==> src/rtl/ees_pkg.sv <==
package ees_pkg;

   // request function codes
   localparam logic [1:0] FUNC_READ  = 2'd0;
   localparam logic [1:0] FUNC_WRITE = 2'd1;
   localparam logic [1:0] FUNC_DATA  = 2'd2;
   localparam logic [1:0] FUNC_REPLY = 2'd3;

   // bus command codes
   localparam logic [2:0] CMD_NONE    = 3'd0;
   localparam logic [2:0] CMD_START   = 3'd1;
   localparam logic [2:0] CMD_STOP    = 3'd2;
   localparam logic [2:0] CMD_SEND    = 3'd3;
   localparam logic [2:0] CMD_RD_ACK  = 3'd4;
   localparam logic [2:0] CMD_RD_NACK = 3'd5;

   // register indexes
   localparam logic [1:0] REG_DEVICE_ADDRESS = 2'd0;
   localparam logic [1:0] REG_ADDR_BYTES     = 2'd1;
   localparam logic [1:0] REG_PAGE_LOG2      = 2'd2;
   localparam logic [1:0] REG_POLL_LIMIT     = 2'd3;

   localparam int unsigned CSR_INDEX_W = 2;
   localparam int unsigned CSR_DATA_W  = 10;

   // register reset values
   localparam logic [7:0] DEVICE_ADDRESS_RST = 8'hA0;
   localparam logic [1:0] ADDR_BYTES_RST     = 2'd1;
   localparam logic [2:0] PAGE_LOG2_RST      = 3'd3;
   localparam logic [9:0] POLL_LIMIT_RST     = 10'd1000;

   // depth of the run queue between front and back
   localparam int unsigned RUN_QUEUE_DEPTH = 4;

   // items one request can produce
   localparam int unsigned RUN_ITEMS = 3;

   typedef struct packed {
      logic [7:0] device_address;
      logic [1:0] address_byte_count;
      logic [2:0] page_size_log2;
      logic [9:0] poll_limit;
   } cfg_type;

   typedef struct packed {
      logic [2:0] bus_cmd;
      logic [7:0] bus_byte;
      logic [7:0] read_data;
      logic       read_valid;
      logic       data_request;
      logic       done_res;
      logic       success;
   } item_type;

   // one request's run of result items, item 0 goes out first
   typedef struct packed {
      logic [1:0]                   count;
      item_type [RUN_ITEMS-1:0]     items;
   } run_type;

   function automatic item_type mk_item(logic [2:0] cmd, logic [7:0] bus_byte);
      item_type it;
      it          = '0;
      it.bus_cmd  = cmd;
      it.bus_byte = bus_byte;
      return it;
   endfunction

   function automatic item_type mk_finish(logic ok);
      item_type it;
      it          = '0;
      it.bus_cmd  = CMD_STOP;
      it.done_res = 1'b1;
      it.success  = ok;
      return it;
   endfunction

endpackage

==> src/rtl/ees_front.sv <==
module ees_front (
   input  logic              clock,
   input  logic              reset,
   input  logic              accept,
   input  logic [1:0]        func,
   input  logic [15:0]       mem_address,
   input  logic [15:0]       byte_count,
   input  logic [7:0]        write_data,
   input  logic              bus_nack,
   input  logic [7:0]        bus_rdata,
   input  ees_pkg::cfg_type  cfg,
   output logic              run_push,
   output ees_pkg::run_type  run
);

   typedef enum logic [3:0] {
      PH_IDLE,
      PH_RD_DEVW,
      PH_RD_ADDR,
      PH_RD_DEVR,
      PH_RD_DATA,
      PH_WR_POLL,
      PH_WR_ADDR,
      PH_WR_NEED,
      PH_WR_DATA
   } phase_type;

   phase_type   phase_ff, phase_in;
   logic [15:0] addr_ff, addr_in;
   logic [15:0] left_ff, left_in;
   logic [9:0]  poll_ff, poll_in;
   logic        abi_ff, abi_in;

   logic [15:0]      page_mask;
   logic [15:0]      addr_inc;
   logic [15:0]      left_dec;
   logic [9:0]       poll_inc;
   ees_pkg::item_type first_addr;
   logic             first_abi;
   ees_pkg::item_type want_item;
   ees_pkg::item_type rd_item;

   // shared pieces of the transitions
   always_comb begin
      page_mask = ~(16'hFFFF << cfg.page_size_log2);
      addr_inc  = addr_ff + 16'd1;
      left_dec  = left_ff - 16'd1;
      poll_inc  = poll_ff + 10'd1;
      first_abi = ~cfg.address_byte_count[1];
      if (cfg.address_byte_count[1]) begin
         first_addr = ees_pkg::mk_item(ees_pkg::CMD_SEND, addr_ff[15:8]);
      end else begin
         first_addr = ees_pkg::mk_item(ees_pkg::CMD_SEND, addr_ff[7:0]);
      end
      want_item              = ees_pkg::mk_item(ees_pkg::CMD_NONE, 8'd0);
      want_item.data_request = 1'b1;
      rd_item                = ees_pkg::mk_item(ees_pkg::CMD_NONE, 8'd0);
      rd_item.read_data      = bus_rdata;
      rd_item.read_valid     = 1'b1;
   end

   // transaction sequencing, one request per cycle while accept is high
   always_comb begin
      phase_in = phase_ff;
      addr_in  = addr_ff;
      left_in  = left_ff;
      poll_in  = poll_ff;
      abi_in   = abi_ff;
      run      = '0;
      if (accept) begin
         case (func)
            ees_pkg::FUNC_READ: begin
               if (phase_ff == PH_IDLE) begin
                  addr_in      = mem_address;
                  left_in      = byte_count;
                  phase_in     = PH_RD_DEVW;
                  run.count    = 2'd2;
                  run.items[0] = ees_pkg::mk_item(ees_pkg::CMD_START, 8'd0);
                  run.items[1] = ees_pkg::mk_item(ees_pkg::CMD_SEND, cfg.device_address);
               end
            end
            ees_pkg::FUNC_WRITE: begin
               if (phase_ff == PH_IDLE) begin
                  addr_in = mem_address;
                  left_in = byte_count;
                  if (byte_count == 16'd0) begin
                     run.count    = 2'd1;
                     run.items[0] = ees_pkg::mk_finish(1'b1);
                  end else begin
                     poll_in      = '0;
                     phase_in     = PH_WR_POLL;
                     run.count    = 2'd3;
                     run.items[0] = ees_pkg::mk_item(ees_pkg::CMD_STOP, 8'd0);
                     run.items[1] = ees_pkg::mk_item(ees_pkg::CMD_START, 8'd0);
                     run.items[2] = ees_pkg::mk_item(ees_pkg::CMD_SEND, cfg.device_address);
                  end
               end
            end
            ees_pkg::FUNC_DATA: begin
               if (phase_ff == PH_WR_NEED) begin
                  phase_in     = PH_WR_DATA;
                  run.count    = 2'd1;
                  run.items[0] = ees_pkg::mk_item(ees_pkg::CMD_SEND, write_data);
               end
            end
            default: begin
               case (phase_ff)
                  PH_RD_DEVW: begin
                     run.count = 2'd1;
                     if (bus_nack) begin
                        phase_in     = PH_IDLE;
                        run.items[0] = ees_pkg::mk_finish(1'b0);
                     end else begin
                        phase_in     = PH_RD_ADDR;
                        abi_in       = first_abi;
                        run.items[0] = first_addr;
                     end
                  end
                  PH_RD_ADDR: begin
                     if (bus_nack) begin
                        phase_in     = PH_IDLE;
                        run.count    = 2'd1;
                        run.items[0] = ees_pkg::mk_finish(1'b0);
                     end else if (!abi_ff) begin
                        abi_in       = 1'b1;
                        run.count    = 2'd1;
                        run.items[0] = ees_pkg::mk_item(ees_pkg::CMD_SEND, addr_ff[7:0]);
                     end else begin
                        phase_in     = PH_RD_DEVR;
                        run.count    = 2'd2;
                        run.items[0] = ees_pkg::mk_item(ees_pkg::CMD_START, 8'd0);
                        run.items[1] = ees_pkg::mk_item(ees_pkg::CMD_SEND,
                                                        cfg.device_address | 8'd1);
                     end
                  end
                  PH_RD_DEVR: begin
                     run.count = 2'd1;
                     if (bus_nack) begin
                        phase_in     = PH_IDLE;
                        run.items[0] = ees_pkg::mk_finish(1'b0);
                     end else if (left_ff == 16'd0) begin
                        phase_in     = PH_IDLE;
                        run.items[0] = ees_pkg::mk_finish(1'b1);
                     end else begin
                        phase_in     = PH_RD_DATA;
                        run.items[0] = ees_pkg::mk_item((left_ff == 16'd1) ?
                           ees_pkg::CMD_RD_NACK : ees_pkg::CMD_RD_ACK, 8'd0);
                     end
                  end
                  PH_RD_DATA: begin
                     left_in      = left_dec;
                     addr_in      = addr_inc;
                     run.count    = 2'd2;
                     run.items[0] = rd_item;
                     if (left_dec == 16'd0) begin
                        phase_in     = PH_IDLE;
                        run.items[1] = ees_pkg::mk_finish(1'b1);
                     end else begin
                        run.items[1] = ees_pkg::mk_item((left_dec == 16'd1) ?
                           ees_pkg::CMD_RD_NACK : ees_pkg::CMD_RD_ACK, 8'd0);
                     end
                  end
                  PH_WR_POLL: begin
                     if (bus_nack) begin
                        poll_in = poll_inc;
                        if (poll_inc >= cfg.poll_limit) begin
                           phase_in     = PH_IDLE;
                           run.count    = 2'd1;
                           run.items[0] = ees_pkg::mk_finish(1'b0);
                        end else begin
                           run.count    = 2'd2;
                           run.items[0] = ees_pkg::mk_item(ees_pkg::CMD_START, 8'd0);
                           run.items[1] = ees_pkg::mk_item(ees_pkg::CMD_SEND,
                                                           cfg.device_address);
                        end
                     end else begin
                        phase_in     = PH_WR_ADDR;
                        abi_in       = first_abi;
                        run.count    = 2'd1;
                        run.items[0] = first_addr;
                     end
                  end
                  PH_WR_ADDR: begin
                     run.count = 2'd1;
                     if (bus_nack) begin
                        phase_in     = PH_IDLE;
                        run.items[0] = ees_pkg::mk_finish(1'b0);
                     end else if (!abi_ff) begin
                        abi_in       = 1'b1;
                        run.items[0] = ees_pkg::mk_item(ees_pkg::CMD_SEND, addr_ff[7:0]);
                     end else begin
                        phase_in     = PH_WR_NEED;
                        run.items[0] = want_item;
                     end
                  end
                  PH_WR_DATA: begin
                     if (bus_nack) begin
                        phase_in     = PH_IDLE;
                        run.count    = 2'd1;
                        run.items[0] = ees_pkg::mk_finish(1'b0);
                     end else begin
                        addr_in = addr_inc;
                        left_in = left_dec;
                        if (left_dec == 16'd0) begin
                           phase_in     = PH_IDLE;
                           run.count    = 2'd1;
                           run.items[0] = ees_pkg::mk_finish(1'b1);
                        end else if ((addr_inc & page_mask) == 16'd0) begin
                           // page boundary: close and reopen with polling
                           poll_in      = '0;
                           phase_in     = PH_WR_POLL;
                           run.count    = 2'd3;
                           run.items[0] = ees_pkg::mk_item(ees_pkg::CMD_STOP, 8'd0);
                           run.items[1] = ees_pkg::mk_item(ees_pkg::CMD_START, 8'd0);
                           run.items[2] = ees_pkg::mk_item(ees_pkg::CMD_SEND,
                                                           cfg.device_address);
                        end else begin
                           phase_in     = PH_WR_NEED;
                           run.count    = 2'd1;
                           run.items[0] = want_item;
                        end
                     end
                  end
                  default: begin
                  end
               endcase
            end
         endcase
      end
      run_push = (run.count != 2'd0);
   end

   // sequencer state
   always_ff @(posedge clock) begin
      if (reset) begin
         phase_ff <= PH_IDLE;
         addr_ff  <= '0;
         left_ff  <= '0;
         poll_ff  <= '0;
         abi_ff   <= 1'b0;
      end else begin
         phase_ff <= phase_in;
         addr_ff  <= addr_in;
         left_ff  <= left_in;
         poll_ff  <= poll_in;
         abi_ff   <= abi_in;
      end
   end

endmodule

==> src/rtl/ees_queue.sv <==
module ees_queue #(
   parameter int unsigned DEPTH = ees_pkg::RUN_QUEUE_DEPTH
) (
   input  logic             clock,
   input  logic             reset,
   input  logic             push_en,
   input  ees_pkg::run_type push_run,
   output logic             q_full,
   input  logic             pop_en,
   output logic             q_valid,
   output ees_pkg::run_type head
);

   localparam int unsigned PTR_W = (DEPTH > 1) ? $clog2(DEPTH) : 1;
   localparam int unsigned CNT_W = $clog2(DEPTH + 1);
   localparam logic [PTR_W-1:0] LAST_PTR = PTR_W'(DEPTH - 1);
   localparam logic [CNT_W-1:0] FULL_CNT = CNT_W'(DEPTH);
   localparam logic [PTR_W-1:0] PTR_ONE  = PTR_W'(1);
   localparam logic [CNT_W-1:0] CNT_ONE  = CNT_W'(1);

   ees_pkg::run_type  slot_ff [DEPTH];
   logic [PTR_W-1:0]  wr_ptr_ff, wr_ptr_in;
   logic [PTR_W-1:0]  rd_ptr_ff, rd_ptr_in;
   logic [CNT_W-1:0]  cnt_ff, cnt_in;
   logic              do_push;
   logic              do_pop;

   // pointer and fill bookkeeping
   always_comb begin
      q_full    = (cnt_ff == FULL_CNT);
      q_valid   = (cnt_ff != '0);
      head      = slot_ff[rd_ptr_ff];
      do_push   = push_en && !q_full;
      do_pop    = pop_en && q_valid;
      wr_ptr_in = wr_ptr_ff;
      rd_ptr_in = rd_ptr_ff;
      cnt_in    = cnt_ff;
      if (do_push) begin
         wr_ptr_in = (wr_ptr_ff == LAST_PTR) ? '0 : wr_ptr_ff + PTR_ONE;
      end
      if (do_pop) begin
         rd_ptr_in = (rd_ptr_ff == LAST_PTR) ? '0 : rd_ptr_ff + PTR_ONE;
      end
      if (do_push && !do_pop) begin
         cnt_in = cnt_ff + CNT_ONE;
      end else if (do_pop && !do_push) begin
         cnt_in = cnt_ff - CNT_ONE;
      end
   end

   always_ff @(posedge clock) begin
      if (reset) begin
         wr_ptr_ff <= '0;
         rd_ptr_ff <= '0;
         cnt_ff    <= '0;
      end else begin
         wr_ptr_ff <= wr_ptr_in;
         rd_ptr_ff <= rd_ptr_in;
         cnt_ff    <= cnt_in;
      end
   end

   // run storage
   always_ff @(posedge clock) begin
      if (do_push) begin
         slot_ff[wr_ptr_ff] <= push_run;
      end
   end

endmodule

==> src/rtl/ees_back.sv <==
module ees_back (
   input  logic              clock,
   input  logic              reset,
   input  logic              q_valid,
   input  ees_pkg::run_type  head,
   output logic              q_pop,
   input  logic              rsp_take,
   output logic              rsp_valid,
   output ees_pkg::item_type rsp_item,
   output logic              rsp_last
);

   logic [1:0]        idx_ff, idx_in;
   logic              valid_ff, valid_in;
   ees_pkg::item_type item_ff, item_in;
   logic              last_ff, last_in;
   logic              load;
   logic              at_end;

   // unroll the head run one item per cycle into the output register, while that register is empty or being taken
   always_comb begin
      load     = q_valid && (!valid_ff || rsp_take);
      at_end   = (idx_ff == head.count - 2'd1);
      q_pop    = load && at_end;
      idx_in   = idx_ff;
      valid_in = valid_ff;
      item_in  = item_ff;
      last_in  = last_ff;
      if (load) begin
         valid_in = 1'b1;
         item_in  = head.items[idx_ff];
         last_in  = at_end;
         idx_in   = at_end ? 2'd0 : idx_ff + 2'd1;
      end else if (rsp_take) begin
         valid_in = 1'b0;
      end
   end

   always_ff @(posedge clock) begin
      if (reset) begin
         idx_ff   <= '0;
         valid_ff <= 1'b0;
      end else begin
         idx_ff   <= idx_in;
         valid_ff <= valid_in;
      end
   end

   // output payload
   always_ff @(posedge clock) begin
      item_ff <= item_in;
      last_ff <= last_in;
   end

   assign rsp_valid = valid_ff;
   assign rsp_item  = item_ff;
   assign rsp_last  = last_ff;

endmodule

==> src/rtl/i2c_eeprom_transaction_sequencer.sv <==
// Turns 24xx serial EEPROM read and write requests, written data bytes and bus
// replies into a stream of I2C primitives (start, stop, send byte, read with ACK
// or NACK) plus read data, data requests and a done/success flag on the final
// stop. A request is taken whenever the run queue between the sequencer and the
// output stage has room; its results pass a queue slot and the output register.
// Each request yields zero to three results, which leave one per cycle through
// the output register while taken: requests with at most one result go back to
// back at one per cycle, while runs of two or three results fill the run queue
// (default four runs) and hold the request rate to the result rate. The user
// must write configuration registers through the csr port only while no
// transaction is open and all results have been taken, unchecked by the block.
module i2c_eeprom_transaction_sequencer #(
   parameter int unsigned RUN_QUEUE_DEPTH = ees_pkg::RUN_QUEUE_DEPTH
) (
   input  logic                            clock,
   input  logic                            reset,
   input  logic                            push,
   output logic                            full,
   input  logic [1:0]                      req_func,
   input  logic [15:0]                     req_mem_address,
   input  logic [15:0]                     req_byte_count,
   input  logic [7:0]                      req_write_data,
   input  logic                            req_bus_nack,
   input  logic [7:0]                      req_bus_rdata,
   output logic                            empty,
   input  logic                            pop,
   output logic [2:0]                      rsp_bus_cmd,
   output logic [7:0]                      rsp_bus_byte,
   output logic [7:0]                      rsp_read_data,
   output logic                            rsp_read_valid,
   output logic                            rsp_data_request,
   output logic                            rsp_done_res,
   output logic                            rsp_success,
   output logic                            rsp_last,
   input  logic                            csr_valid,
   output logic                            csr_ready,
   input  logic [ees_pkg::CSR_INDEX_W-1:0] csr_index,
   input  logic [ees_pkg::CSR_DATA_W-1:0]  csr_wdata
);

   ees_pkg::cfg_type  cfg_ff;
   ees_pkg::run_type  run;
   ees_pkg::run_type  head;
   ees_pkg::item_type rsp_item;
   logic              accept;
   logic              run_push;
   logic              q_full;
   logic              q_valid;
   logic              q_pop;
   logic              rsp_valid;

   // configuration registers
   assign csr_ready = 1'b1;

   always_ff @(posedge clock) begin
      if (reset) begin
         cfg_ff.device_address     <= ees_pkg::DEVICE_ADDRESS_RST;
         cfg_ff.address_byte_count <= ees_pkg::ADDR_BYTES_RST;
         cfg_ff.page_size_log2     <= ees_pkg::PAGE_LOG2_RST;
         cfg_ff.poll_limit         <= ees_pkg::POLL_LIMIT_RST;
      end else if (csr_valid && csr_ready) begin
         case (csr_index)
            ees_pkg::REG_DEVICE_ADDRESS: cfg_ff.device_address     <= csr_wdata[7:0];
            ees_pkg::REG_ADDR_BYTES:     cfg_ff.address_byte_count <= csr_wdata[1:0];
            ees_pkg::REG_PAGE_LOG2:      cfg_ff.page_size_log2     <= csr_wdata[2:0];
            ees_pkg::REG_POLL_LIMIT:     cfg_ff.poll_limit         <= csr_wdata[9:0];
            default: begin
            end
         endcase
      end
   end

   // request side
   assign full   = q_full;
   assign accept = push && !q_full;

   ees_front u_front (
      .clock       (clock),
      .reset       (reset),
      .accept      (accept),
      .func        (req_func),
      .mem_address (req_mem_address),
      .byte_count  (req_byte_count),
      .write_data  (req_write_data),
      .bus_nack    (req_bus_nack),
      .bus_rdata   (req_bus_rdata),
      .cfg         (cfg_ff),
      .run_push    (run_push),
      .run         (run)
   );

   ees_queue #(
      .DEPTH (RUN_QUEUE_DEPTH)
   ) u_queue (
      .clock    (clock),
      .reset    (reset),
      .push_en  (run_push),
      .push_run (run),
      .q_full   (q_full),
      .pop_en   (q_pop),
      .q_valid  (q_valid),
      .head     (head)
   );

   ees_back u_back (
      .clock     (clock),
      .reset     (reset),
      .q_valid   (q_valid),
      .head      (head),
      .q_pop     (q_pop),
      .rsp_take  (pop),
      .rsp_valid (rsp_valid),
      .rsp_item  (rsp_item),
      .rsp_last  (rsp_last)
   );

   // response side
   assign empty            = !rsp_valid;
   assign rsp_bus_cmd      = rsp_item.bus_cmd;
   assign rsp_bus_byte     = rsp_item.bus_byte;
   assign rsp_read_data    = rsp_item.read_data;
   assign rsp_read_valid   = rsp_item.read_valid;
   assign rsp_data_request = rsp_item.data_request;
   assign rsp_done_res     = rsp_item.done_res;
   assign rsp_success      = rsp_item.success;

endmodule

==> config.mk <==
export PLATFORM = sky130hd
export DESIGN_NAME = i2c_eeprom_transaction_sequencer
export DESIGN_NICKNAME = d
export VERILOG_FILES = /design/src/rtl/ees_pkg.sv /design/src/rtl/ees_front.sv /design/src/rtl/ees_queue.sv /design/src/rtl/ees_back.sv /design/src/rtl/i2c_eeprom_transaction_sequencer.sv
export SDC_FILE = /design/constraint.sdc
export NUM_CORES = 1
export LEC_CHECK = 0
export ABC_AREA = 1
export CELL_PAD_IN_SITES_DETAIL_PLACEMENT = 1
export CELL_PAD_IN_SITES_GLOBAL_PLACEMENT = 1
export CORE_ASPECT_RATIO = 0.8
export CORE_UTILIZATION = 25
export CTS_CLUSTER_SIZE = 40
export DETAILED_ROUTE_END_ITERATION = 10
export DONT_BUFFER_PORTS = 1
export GPL_TIMING_DRIVEN = 0
export PLACE_DENSITY = 0.58
export SETUP_SLACK_MARGIN = 0.4
export SLEW_MARGIN = 20
export SYNTH_ARGS = -nofsm -noshare
export SYNTH_HDL_FRONTEND = slang
export SYNTH_SLANG_ARGS = --single-unit
==> constraint.sdc <==
create_clock -name clock -period 4.7 [get_ports clock]
set_input_delay 0.94 -clock clock [delete_from_list [all_inputs] [get_ports clock]]
set_output_delay 0.94 -clock clock [all_outputs]
set_load 0.03 [all_outputs]
; After elaboration in Yosys (flattened, before gate mapping)
; Memory sizes are Yosys's and may differ from the RTL's. A register that Yosys moved wholly into a read port is not among the register bits.
; Index checks and enable logic that the tools add are counted.
[totals]
regBits = 104
latch_bits = 0
ramBits = 284
romBits = 0
output_inout_bits = 27
word_cells = 215
mem_count = 1
[mem_list]
columns = name, words, width, rd, rd_clocked_by_memory_dff, wr, line_no
row1 = u_queue.slot_ff, 4, 71, 1, 1, 1, ees_queue.sv:21  ; ees_pkg::run_type slot_ff [DEPTH];
[classes]
n_addsub = 9
n_mul = 0
div_mod_pow = 0
n_lt_le_gt_ge = 2
eq_ne = 35
shifts = 1
muxes = 98
bitwise_logic = 6
n_reduce_logical = 41
[ops]
columns = operator, n
row1 = $mux W23, 12
row2 = $mux W22, 8
row3 = $pmux W23 S7, 1
row4 = $mux W71, 2
row5 = $pmux W23 S3, 2
row6 = $mux W45, 3
row7 = $pmux W16 S2, 4
row8 = $mux W46, 2
row9 = $pmux W23 S4, 1
row10 = $logic_not A16 Y1, 4
row11 = $mux W16, 4
row12 = $mux W10, 6
row13 = $mux W4, 13
row14 = $bmux W23 S2, 1
row15 = $pmux W23 S2, 1
row16 = $pmux W10 S2, 2
row17 = $mux W2, 17
row18 = $eq A16 B1 Y1 const B, 2
row19 = $pmux W4 S7, 1
row20 = $mux W20, 1
row21 = $ne A6 B2 Y1 const B, 3
row22 = $add A16 B1 Y16 const B, 1
row23 = $and A16 B16 Y16, 1
row24 = $eq A4 B3 Y1 const B, 4
row25 = other kinds (44), 96

; Longest topological paths before layout
; Gate-level depths: netlist of the first run.
[logic_depth]
ltp_word = 16
depth_mapped = 26
ltp_nobuf = 26

; Hierarchy
; Synthesis of the first run repeated with hierarchy kept, for this count alone.
[unflattened]
hier_cells = 1918
hier_area_um2 = 18496.5
[modules_own_cells]
columns = module, instances, cells_each, area_each_um2, seq_area_each_um2
row1 = ees_queue, 1, 757, 11030.6, 8708.4
row2 = ees_front, 1, 860, 4967.3, 940.9
row3 = ees_back, 1, 161, 1456.4, 780.7
row4 = i2c_eeprom_transaction_sequencer, 1, 140, 1042.2, 460.4

; Least setup slack after synthesis of the first run
; OpenSTA, ideal clock, no wires.
[synth_path]
path_type = register -> register
start = register u_front.poll_ff[0]
end = memory u_queue.slot_ff[0][0] in the netlist's numbering, enable pin
arrival_time_ps = 4375
required_time_ps = 4250
path_slack_ps = -124
stages_incl_launch_ff = 21
synth_period_minus_slack_ps = 4824
path_cell_list = dfxtp_1 -> ha_1 -> nand3_1 -> nor2_1 -> nand4_1 -> xor2_1 -> inv_1 -> ha_1 -> nand2_1 -> nor2_1 -> o211ai_1 -> nand3_1 -> nor2_1 -> nand3_1 -> nand2_1 -> inv_1 -> nand4_1 -> nand2_1 -> nand2_2 -> inv_1 -> nor2_1
[synth_between]
elab_chain_cells = 11
[synth_lines]
columns = element, line_no
row1 = start: declaration, ees_front.sv:31  ; logic [9:0] poll_ff, poll_in;
row2 = start signal: assignment, ees_front.sv:245  ; poll_ff <= poll_in;
row3 = $add A10 B1 Y10, ees_front.sv:48  ; poll_inc = poll_ff + 10'd1;
row4 = $ge A10 B10 Y1, ees_front.sv:166  ; if (poll_inc >= cfg.poll_limit) begin
row5 = $mux W2, ees_front.sv:166
row6 = $mux W2, ees_front.sv:164  ; if (bus_nack) begin
row7 = $pmux W2 S5, ees_front.sv:107  ; case (phase_ff)
row8 = $pmux W2 S3, ees_front.sv:71  ; case (func)
row9 = $mux W71, ees_front.sv:70  ; if (accept) begin
row10 = $reduce_bool A2 Y1, ees_front.sv:230  ; run_push = (run.count != 2'd0);
row11 = $logic_and A1 B1 Y1, ees_queue.sv:33  ; do_push = push_en && !q_full;
row12 = named net u_queue.do_push, ees_queue.sv:25  ; logic do_push;
row13 = $mux W1, ees_queue.sv:65  ; if (do_push) begin
row14 = $mux W1 (not written as such), ees_queue.sv:66  ; slot_ff[wr_ptr_ff] <= push_run;
row15 = end: declaration, ees_queue.sv:21
; The timed path passes the listed nets, and every way through them passes these cells.

; Final worst setup path of the first run
[layout_path]
start = register u_front.poll_ff[2]
end = register u_queue.cnt_ff[1]
[layout_between]
elab_cells_between_ends = 14
cone_classes = 1 x add/sub / 1 x order compare / 6 x mux / 6 x reduce/logical
[layout_lines]
columns = element, line_no
row1 = $add A10 B1 Y10, ees_front.sv:48
row2 = $ge A10 B10 Y1, ees_front.sv:166
row3 = $mux W2, ees_front.sv:166
row4 = $mux W2, ees_front.sv:164
row5 = $pmux W2 S5, ees_front.sv:107
row6 = $pmux W2 S3, ees_front.sv:71
row7 = $mux W71, ees_front.sv:70
row8 = $reduce_bool A2 Y1, ees_front.sv:230
row9 = $logic_and A1 B1 Y1, ees_queue.sv:33
row10 = named net u_queue.do_push, ees_queue.sv:25
row11 = $logic_and A1 B1 Y1, ees_queue.sv:44  ; if (do_push && !do_pop) begin
row12 = $mux W3, ees_queue.sv:44
row13 = named net u_queue.cnt_in[1], ees_queue.sv:24  ; logic [CNT_W-1:0] cnt_ff, cnt_in;
row14 = end signal: assignment, ees_queue.sv:59  ; cnt_ff <= cnt_in;
row15 = end: declaration, ees_queue.sv:24
; The timed path passes the listed nets, and every way through them passes these cells.
; A chain may end at the register's enable or synchronous reset.

==> results of run 1 <==
worst reg2reg max path, delay by kind of cell (launching register included):
family	cells	cell delay [ns]
AOI/OAI and AO/OA	5	0.61
xor gates and xnor gates	1	0.15
adders and majority gates	3	0.95
buffers and inverters	3	0.30
DFF	1	0.38
and+or+nand+nor	10	1.45
power breakdown:
part	leakage, nW	total (W)	switching [W]	internal (W)
registers	2.63	0.00368	0.000404	0.00328
logic	2.84	0.00292	0.00205	0.000864
clock network	0.554	0.00273	0.00113	0.00160
total	6.03	0.00933	0.00359	0.00574
final timing paths:
path	end	slack (ns)	from
worst min-delay path	u_front.addr_ff[9]$_SDFFE_PP0P_	0.47	u_front.addr_ff[9]$_SDFFE_PP0P_
worst max-delay path	u_queue.cnt_ff[1]$_SDFFE_PP0P_	0.72	u_front.poll_ff[2]$_SDFFE_PP0P_
worst max register to register	u_queue.cnt_ff[1]$_SDFFE_PP0P_	0.72	u_front.poll_ff[2]$_SDFFE_PP0P_
worst min register to register	u_front.addr_ff[9]$_SDFFE_PP0P_	0.47	u_front.addr_ff[9]$_SDFFE_PP0P_
final cells by class:
cell class / instances / area share (%)
inverters: 154 / 3.57
plain buffers: 61 / 1.53
repair buffers: 22 / 2.35
multi-input cells: 987 / 31.4
diodes: 4 / 0.0618
clock inverters: 19 / 1.23
clock buffers: 44 / 5.81
well taps: 702 / 5.42
flip-flops and latches: 289 / 48.6
timing repair:
action,4_1_cts,5_1_grt
pin swaps,4,9
setup buffers,8,5
hold buffers,0,0
setup endpoints to repair,161,188
gates resized for setup,2,17
cloned,0,0
layer usage:
layer / up-vias / GRT usage [%]
met4: 0 / 5.83
met3: 69 / 3.13
met5: - / 0
met2: 209 / 25.4
met1: 5417 / 22.5
li1: 5244 / -
flip-flops by register name (all words and copies together), names as in the netlist, named ones only:
| name | cells |
|---|---|
| u_queue.slot_ff | 184 |
| u_back.rsp_item | 23 |
| cfg_ff | 22 |
| u_front.addr_ff | 16 |
| u_front.left_ff | 16 |
| u_front.poll_ff | 10 |
| u_front.phase_ff | 4 |
| u_queue.cnt_ff | 3 |
| u_back.idx_ff | 2 |
| u_queue.rd_ptr_ff | 2 |
| u_queue.wr_ptr_ff | 2 |
| u_back.rsp_last | 1 |
| u_back.rsp_valid | 1 |
| u_front.abi_ff | 1 |
Yosys cell counts (15+ instances only):
cell type / number
sky130_fd_sc_hd__inv_1: 144
sky130_fd_sc_hd__a21oi_1: 88
sky130_fd_sc_hd__o21ai_0: 166
sky130_fd_sc_hd__dfxtp_1: 81
sky130_fd_sc_hd__nand2_1: 227
sky130_fd_sc_hd__xor2_1: 15
sky130_fd_sc_hd__o22ai_1: 38
sky130_fd_sc_hd__nor2_1: 240
sky130_fd_sc_hd__ha_1: 27
sky130_fd_sc_hd__nand3_1: 48
sky130_fd_sc_hd__edfxtp_1: 208
sky130_fd_sc_hd__clkbuf_1: 50
cell families after synthesis:
| group | count (synthesis) |
|---|---|
| other cells | 1 |
| compound gates | 357 |
| fa+ha+maj | 28 |
| xor+xnor | 16 |
| simple gates | 585 |
| flops | 289 |
| buf+inv | 215 |
per-stage QoR:
step	cell area, um^2	total power [W]	setup TNS (ns)
2_1_floorplan	13700	0.00549	-22.90
3_3_place_gp	14600	0.00643	-521.43
3_5_place_dp	14900	0.00660	0
4_1_cts	16100	0.00942	0
5_1_grt	16200	0.00986	0
6_report	16200	0.00933	0
==> qor_table.md, run 1 <==
| Stage | Result | This run |
| --- | --- | --- |
| floorplanning | Count of standard-cell rows | 76 |
| sta | Highest attainable clock frequency | 251 MHz |
| global routing | First-pass GRT wire length | 69.0 mm |
| cts | Buffer type at the clock tree root | sky130_fd_sc_hd__clkbuf_16 |
| cts | Maximum number of buffers from clock root to sink | 3 |
| synthesis | Gate count of the mapped netlist | 1491 |
| global routing | Maximum number of pins on one net before global-route repair | 22 |
| detailed routing | Met3 Routed Length | 2.28 mm |
| worst setup path | Delay of the slowest critical-path stage | 0.44 ns |
| synthesis | Complex-gate fraction of the synthesized area | 14.8% |
| worst setup path | Number of stages on the worst setup path | 22 |
| placement | Number of input and output port buffers inserted | 0 |
| worst setup path | Critical path's slowest cell | sky130_fd_sc_hd__fa_2 |
| layout | Area of combinational cells with multiple inputs | 0.00509 mm^2 |
| floorplanning | Area inside the core boundary | 0.0540 mm^2 |
| synthesis | Summed instance area of the synthesized netlist | 0.0137 mm^2 |
| synthesis | Dominant cells by area after synthesis | sky130_fd_sc_hd__edfxtp_1 46%, sky130_fd_sc_hd__dfxtp_1 12%, sky130_fd_sc_hd__nor2_1 6.6%, sky130_fd_sc_hd__nand2_1 6.2%, sky130_fd_sc_hd__o21ai_0 6.1% |
| synthesis | FFs w/ async S/R, synth | 0% |
| placement | Total half-perimeter wirelength after legalization and detailed placement | 32.7 mm |
| layout | Fraction of final layout cells sized beyond drive strength 1 | 9.58% |
| layout | Area occupied by registers | 0.00788 mm^2 |
| detailed routing | Number of optimization iterations in the first detailed-route pass | 5 |
| synthesis | Most common flop cell mapped by yosys | sky130_fd_sc_hd__edfxtp_1 |
| layout | Number of fill cells | 6216 |
| cts | Later-pin clock latency in the skew report | 0.56 ns |
| cts | Clock slew at the register clock pins of the worst setup and hold paths | 0.06 ns |
| detailed routing | Uppermost layer routed | met4 |
| worst setup path | Cells along the critical path | nand2_1 -> nor2_2 -> nand4_1 -> and3b_1 -> xnor2_1 -> inv_1 -> ha_1 -> nand2_2 -> nor2_1 -> o211ai_1 -> nand3_1 -> nor2_4 -> inv_1 -> o21ai_2 -> o2111ai_1 -> nand2_2 -> nand2_2 -> ha_1 -> inv_1 -> fa_2 -> o21ai_0 -> a21oi_1 |
| cts | Number of sinks on the clock net | 289 |
| layout | Final nets | 1647 |
| sta | Hold Violations, Final | 0 |
| worst setup path | Maximum fanout encountered on the critical timing path | 5 |
| sta | Unrepaired setup endpoints after global routing | no |
| synthesis | Yosys top cell by area | sky130_fd_sc_hd__edfxtp_1 |
| detailed routing | Final wirelength | 45.1 mm |
| synthesis | Main combinational cell family by area after synthesis | simple AND/OR/NAND/NOR gates |
| floorplanning | Effective utilization at floorplan | 25.4% |
| sta | Final Cycle Share | 84.7% |
| worst setup path | Top Family by Delay on Critical Path | simple AND/OR/NAND/NOR gates |
| synthesis | Area share of the leading cell type in the synthesized netlist | 45.6% |
| synthesis | Flip-flop and latch count after synthesis | 289 |
| detailed routing | DR WL/cell | 19.8 um |
| layout | Non-filler cells in the finished layout | 2282 |
| cts | CTS HTree Levels | 2 |
| layout | Post-layout utilization of the core | 30.0% |
| worst setup path | Crit path buf inv count | 3 |
| pwr | Total power per unit cell area | 576 mW/mm^2 |
| worst setup path | Worst setup path category | reg2reg |
| synthesis | Number of enable-type register cells in the synthesized netlist | 208 |
| worst hold path | Worst min-delay path category | reg2reg |
| sta | Max transition margin | 33.5% |
| worst setup path | Crit path arrival time | 4.41 ns |
| placement | Cells after DPL | 2202 |
| synthesis | Syn Nets | 1587 |
| sta | Final setup margin | 0.721 ns |
| detailed routing | Number of vias in the routed layout | 10900 |
| global routing | Via count of the first global-routing pass | 11300 |
| floorplanning | Horizontal die dimension | 264 um |
| pwr | IR Drop Worst-Case VDD | 0.211 mV |
| synthesis | Post-synth cell types | 53 |
| worst setup path | Required time at the endpoint of the critical path | 5.13 ns |
| synthesis | Mapped Avg Cell Area | 9.18 um^2 |
| global routing | Overall Global Routing Usage | 16.3% |
| detailed routing | Drc violations | 0 |
| worst setup path | Crit path capture type | register |
| detailed routing | Wire length on met2 | 19.9 mm |
| layout | Synth-to-layout area growth | 18.3% |
| detailed routing | Post-route ant nets | 0 |
| worst setup path | Cell count of the worst reg-to-reg path | 22 |
| sta | Measured slew at the worst slew-check pin | 0.997 ns |
| sta | Final worst clock skew | 0.0221 ns |
| sta | Worst hold-check slack | 0.468 ns |
| sta | Final critical path time including I/O delays and setup | 3.98 ns |
| synthesis | Post-synthesis mux area share | 0% |
| sta | Setup violation total in the final timing report | 0 |
| pwr | Total leakage power | 6.03 nW |
| synthesis | Xor/xnor cell area share of the yosys netlist | 1.02% |
| placement | Worst setup timing slack at the placement stage | 0.0543 ns |
| cts | Clock buffer count from CTS | 36 |
| synthesis | Adder-cell share of the synthesized area | 2.61% |
| global routing | Grt total ovfl | 0 |
| worst setup path | Sort of element at the start of the critical path | register |
| detailed routing | Routed vias/inst | 4.79 |
| global routing | Number of antenna violations at the first check in global routing | 3 |
| synthesis | Fraction of the mapped netlist area in simple logic gates | 18.1% |
| synthesis | Number of synthesis warnings | 0 |
| detailed routing | Initial detailed-routing violation count | 675 |
| placement | Placer Congestion | 0.867 |
| floorplanning | Die H | 211 um |
| worst hold path | Count of cells along the worst hold path | 2 |
| layout | Commonest non-fill, non-tap cell in the layout | sky130_fd_sc_hd__nor2_1 |
| layout | Commonest non-fill, non-tap cells in the layout | 233 x sky130_fd_sc_hd__nor2_1, 224 x sky130_fd_sc_hd__nand2_1, 208 x sky130_fd_sc_hd__edfxtp_1 |
| floorplanning | Top-Level Pins | 95 |
| synthesis | Sequential area share after synthesis | 57.5% |
| sta | Final max-slew violation count | 0 |
| status | Run status | finished, final reports clean |
| floorplanning | Area of the die | 0.0557 mm^2 |
| cts | TritonCTS clock tree | yes |
| run | Max-cap violations | 0 |
| detailed routing | Detailed-routing wirelength on met1 | 21.7 mm |
No activity file was read; power rests on OpenSTA's default activity.
==> run 2: changes to the inputs <==
--- a/config.mk
+++ b/config.mk
@@ -14,7 +14,7 @@
 export DETAILED_ROUTE_END_ITERATION = 10
 export DONT_BUFFER_PORTS = 1
 export GPL_TIMING_DRIVEN = 0
-export PLACE_DENSITY = 0.58
+export PLACE_DENSITY = 0.56
 export SETUP_SLACK_MARGIN = 0.4
 export SLEW_MARGIN = 20
 export SYNTH_ARGS = -nofsm -noshare
==> constraint.sdc (replaced) <==
create_clock -name clock -period 3.7 [get_ports clock]
set_input_delay 0.74 -clock clock [delete_from_list [all_inputs] [get_ports clock]]
set_output_delay 0.74 -clock clock [all_outputs]
set_load 0.03 [all_outputs]
==> run 2 against run 1 <==
Net effect:
- the run now ends with negative setup slack left
- flip-flop and latch count unchanged
- clock-buffer cell count up 3
- non-clock buffer count up 52
- fmax up 7.3%
- sequential power up 27%
==> qor_table.md, run 2 (synthesis gave the netlist of run 1 again) <==
| Stage | Result | This run |
| --- | --- | --- |
| status | Run status | finished, violations left |
| status | Violated checks | negative setup slack |
| floorplanning | Top-Level Pins | 95 |
| sta | Final Cycle Share | 100% |
| pwr | Combinational fraction of design power | 33.6% |
| floorplanning | Effective utilization at floorplan | 25.4% |
| sta | Setup violation total in the final timing report | 3 |
| layout | Number of flip-flops in the largest register | 184 |
| cts | CTS HTree Levels | 2 |
| detailed routing | Number of optimization iterations in the first detailed-route pass | 5 |
| global routing | Overall Global Routing Usage | 17.1% |
| detailed routing | Final wirelength | 47.7 mm |
| pwr | Total power after layout | 0.0124 W |
| detailed routing | Post-route ant nets | 0 |
| layout | Commonest non-fill, non-tap cells in the layout | 231 x sky130_fd_sc_hd__nor2_1, 221 x sky130_fd_sc_hd__nand2_1, 208 x sky130_fd_sc_hd__edfxtp_1 |
| sta | Max transition margin | 35.3% |
| layout | Fraction of final layout cells sized beyond drive strength 1 | 14.1% |
| global routing | Via count of the first global-routing pass | 11600 |
| global routing | Grt total ovfl | 0 |
| floorplanning | Horizontal die dimension | 264 um |
| pwr | Total leakage power | 6.48 nW |
| sta | Worst hold-check slack | 0.319 ns |
| sta | Hold Violations, Final | 0 |
| detailed routing | Number of vias in the routed layout | 11300 |
| floorplanning | Area of the die | 0.0557 mm^2 |
| global routing | Number of antenna violations at the first check in global routing | 2 |
| layout | Commonest non-fill, non-tap cell in the layout | sky130_fd_sc_hd__nor2_1 |
| sta | Final critical path time including I/O delays and setup | 3.71 ns |
| worst hold path | Worst min-delay path category | in2reg |
| worst setup path | Launch point of the worst reg-to-reg path | u_front.poll_ff[1]$_SDFFE_PP0P_ |
| placement | Placer Congestion | 0.840 |
| pwr | Switching power share of the total | 38.0% |
| layout | Final nets | 1699 |
| cts | Number of sinks on the clock net | 289 |
| pwr | Power dissipated by switching net loads | 0.00470 W |
| cts | Maximum number of buffers from clock root to sink | 3 |
| sta | Measured slew at the worst slew-check pin | 0.971 ns |
| layout | Reg with most FFs | u_queue.slot_ff |
| layout | Synth-to-layout area growth | 26.2% |
| worst setup path | Sort of element at the start of the critical path | register |
| worst setup path | Required time at the endpoint of the critical path | 3.97 ns |
| pwr | Total power per unit cell area | 718 mW/mm^2 |
| cts | Later-pin clock latency in the skew report | 0.57 ns |
| pwr | Internal power contribution | 0.00769 W |
| global routing | Maximum number of pins on one net before global-route repair | 17 |
| global routing | First-pass GRT wire length | 71.8 mm |
| worst hold path | Origin of the worst min-delay path | csr_wdata[0] |
| floorplanning | Area inside the core boundary | 0.0540 mm^2 |
| placement | Total half-perimeter wirelength after legalization and detailed placement | 33.3 mm |
| cts | Clock buffer count from CTS | 36 |
| cts | Clock slew at the register clock pins of the worst setup and hold paths | 0.06 ns |
| detailed routing | Routed vias/inst | 4.83 |
| pwr | IR Drop Worst-Case VDD | 0.262 mV |
| cts | Buffer type at the clock tree root | sky130_fd_sc_hd__clkbuf_16 |
| sta | Unrepaired setup endpoints after global routing | yes |
| worst setup path | Crit path capture type | register |
| worst setup path | Crit path arrival time | 3.98 ns |
| placement | Number of input and output port buffers inserted | 0 |
| sta | Final max-slew violation count | 0 |
| sta | Final worst clock skew | 0.0412 ns |
| sta | Final setup margin | -0.00780 ns |
| run | Max-cap violations | 0 |
| cts | TritonCTS clock tree | yes |
| layout | Number of fill cells | 6182 |
| worst setup path | Maximum fanout encountered on the critical timing path | 7 |
| worst setup path | Startpoint of the most critical setup path | u_front.poll_ff[1]$_SDFFE_PP0P_ |
| pwr | Part of the power in registers | 37.7% |
| floorplanning | Die H | 211 um |
| worst setup path | Worst setup path category | reg2reg |
| pwr | Portion of total power attributed to the clock network | 28.8% |
| detailed routing | DR WL/cell | 20.5 um |
| sta | Highest attainable clock frequency | 270 MHz |
| detailed routing | Initial detailed-routing violation count | 741 |
| floorplanning | Count of standard-cell rows | 76 |
| detailed routing | Drc violations | 0 |
==> run 2: cell types whose count changed in the layout (fill, tap and decap cells not counted), sizes merged <==
cell	delta
inv	+1
clkinv	-4
diode	-1
buf	+48
clkbuf	+7
==> run 2: layout make-up <==
class | instances | area, um^2 | area share, %
Buffer | 61 | 248 | 1.43
Tap cell | 702 | 878 | 5.08
Sequential cell | 289 | 7880 | 45.6
Inverter | 154 | 584 | 3.38
Clock inverter | 16 | 188 | 1.09
Antenna cell | 3 | 7.51 | 0.0435
Timing Repair Buffer | 74 | 1230 | 7.10
Multi-Input combinational cell | 987 | 5270 | 30.5
Clock buffer | 47 | 992 | 5.74
==> run 2: what timing repair did <==
item                       in CTS  in global routing
buffers inserted               36                 18
gates resized for setup        55                 34
gates cloned                    9                  1
hold buffers                    0                  0
setup endpoints to repair     269                264
pin swaps                      15                 22
==> run 2: worst paths after layout <==
path | end | cells past startpoint | slack (ns)
setup / recovery | u_queue.slot_ff[1][20]$_DFFE_PP_ | 23 | -0.008
hold / removal | cfg_ff[10]$_SDFFE_PP1P_ | 2 | 0.32
setup reg to reg | u_queue.slot_ff[1][20]$_DFFE_PP_ | 23 | -0.008
hold reg to reg | cfg_ff[2]$_SDFFE_PP0P_ | 2 | 0.47
==> run 2: critical path, cell delays in order (launching register included) <==
cell                         delay [ns]
sky130_fd_sc_hd__dfxtp_4           0.38
sky130_fd_sc_hd__nand2_2           0.07
sky130_fd_sc_hd__nor2_4            0.11
sky130_fd_sc_hd__nand4_1           0.11
sky130_fd_sc_hd__and3b_2           0.29
sky130_fd_sc_hd__xnor2_2           0.14
sky130_fd_sc_hd__inv_2             0.07
sky130_fd_sc_hd__ha_4              0.23
sky130_fd_sc_hd__a21oi_2           0.13
sky130_fd_sc_hd__o21a_1            0.14
sky130_fd_sc_hd__nand3_2           0.09
sky130_fd_sc_hd__nor2_4            0.24
sky130_fd_sc_hd__nand3_2           0.10
sky130_fd_sc_hd__nand2_2           0.12
sky130_fd_sc_hd__inv_2             0.04
sky130_fd_sc_hd__nand4_1           0.08
sky130_fd_sc_hd__nand2_2           0.11
sky130_fd_sc_hd__nand2_4           0.12
sky130_fd_sc_hd__clkinvlp_4        0.14
sky130_fd_sc_hd__buf_6             0.16
sky130_fd_sc_hd__nor2_4            0.13
sky130_fd_sc_hd__clkbuf_16         0.19
sky130_fd_sc_hd__buf_12            0.11
sky130_fd_sc_hd__buf_16            0.12
==> run 2: metal layers <==
layer	track usage, %	part of all wire (%)	wire length (um)	up-vias
li1	-	-	-	5366
met5	0	0	0	-
met1	24.1	48	23000	5636
met3	2.97	5.1	2450	51
met4	4.50	1.8	847	0
met2	26.8	45	21500	223
==> run 2: power groups by stage <==
stage | Combinational, W | Sequential (W) | Clock (W)
final | 0.00416 | 0.00467 | 0.00357
after global routing | 0.00459 | 0.00472 | 0.00377
after CTS | 0.00404 | 0.00467 | 0.00365
after detailed placement | 0.00368 | 0.00474 | 0
after global placement | 0.00342 | 0.00475 | 0
after floorplan | 0.00231 | 0.00467 | 0
==> run 2: stage by stage <==
stage	area, um^2	TNS [ns]	worst slack (ns)	std cells	utilization, %
finish	17300	-0.0141	-0.00780	2333	32.0
global route	17300	-20.35	-0.193	2330	32.0
CTS	17000	0	0.0543	2311	31.4
detailed placement	15000	-87.79	-0.748	2203	27.7
global placement	14700	-209.10	-1.19	2193	27.2
floorplan	13800	0	0.129	1491	-
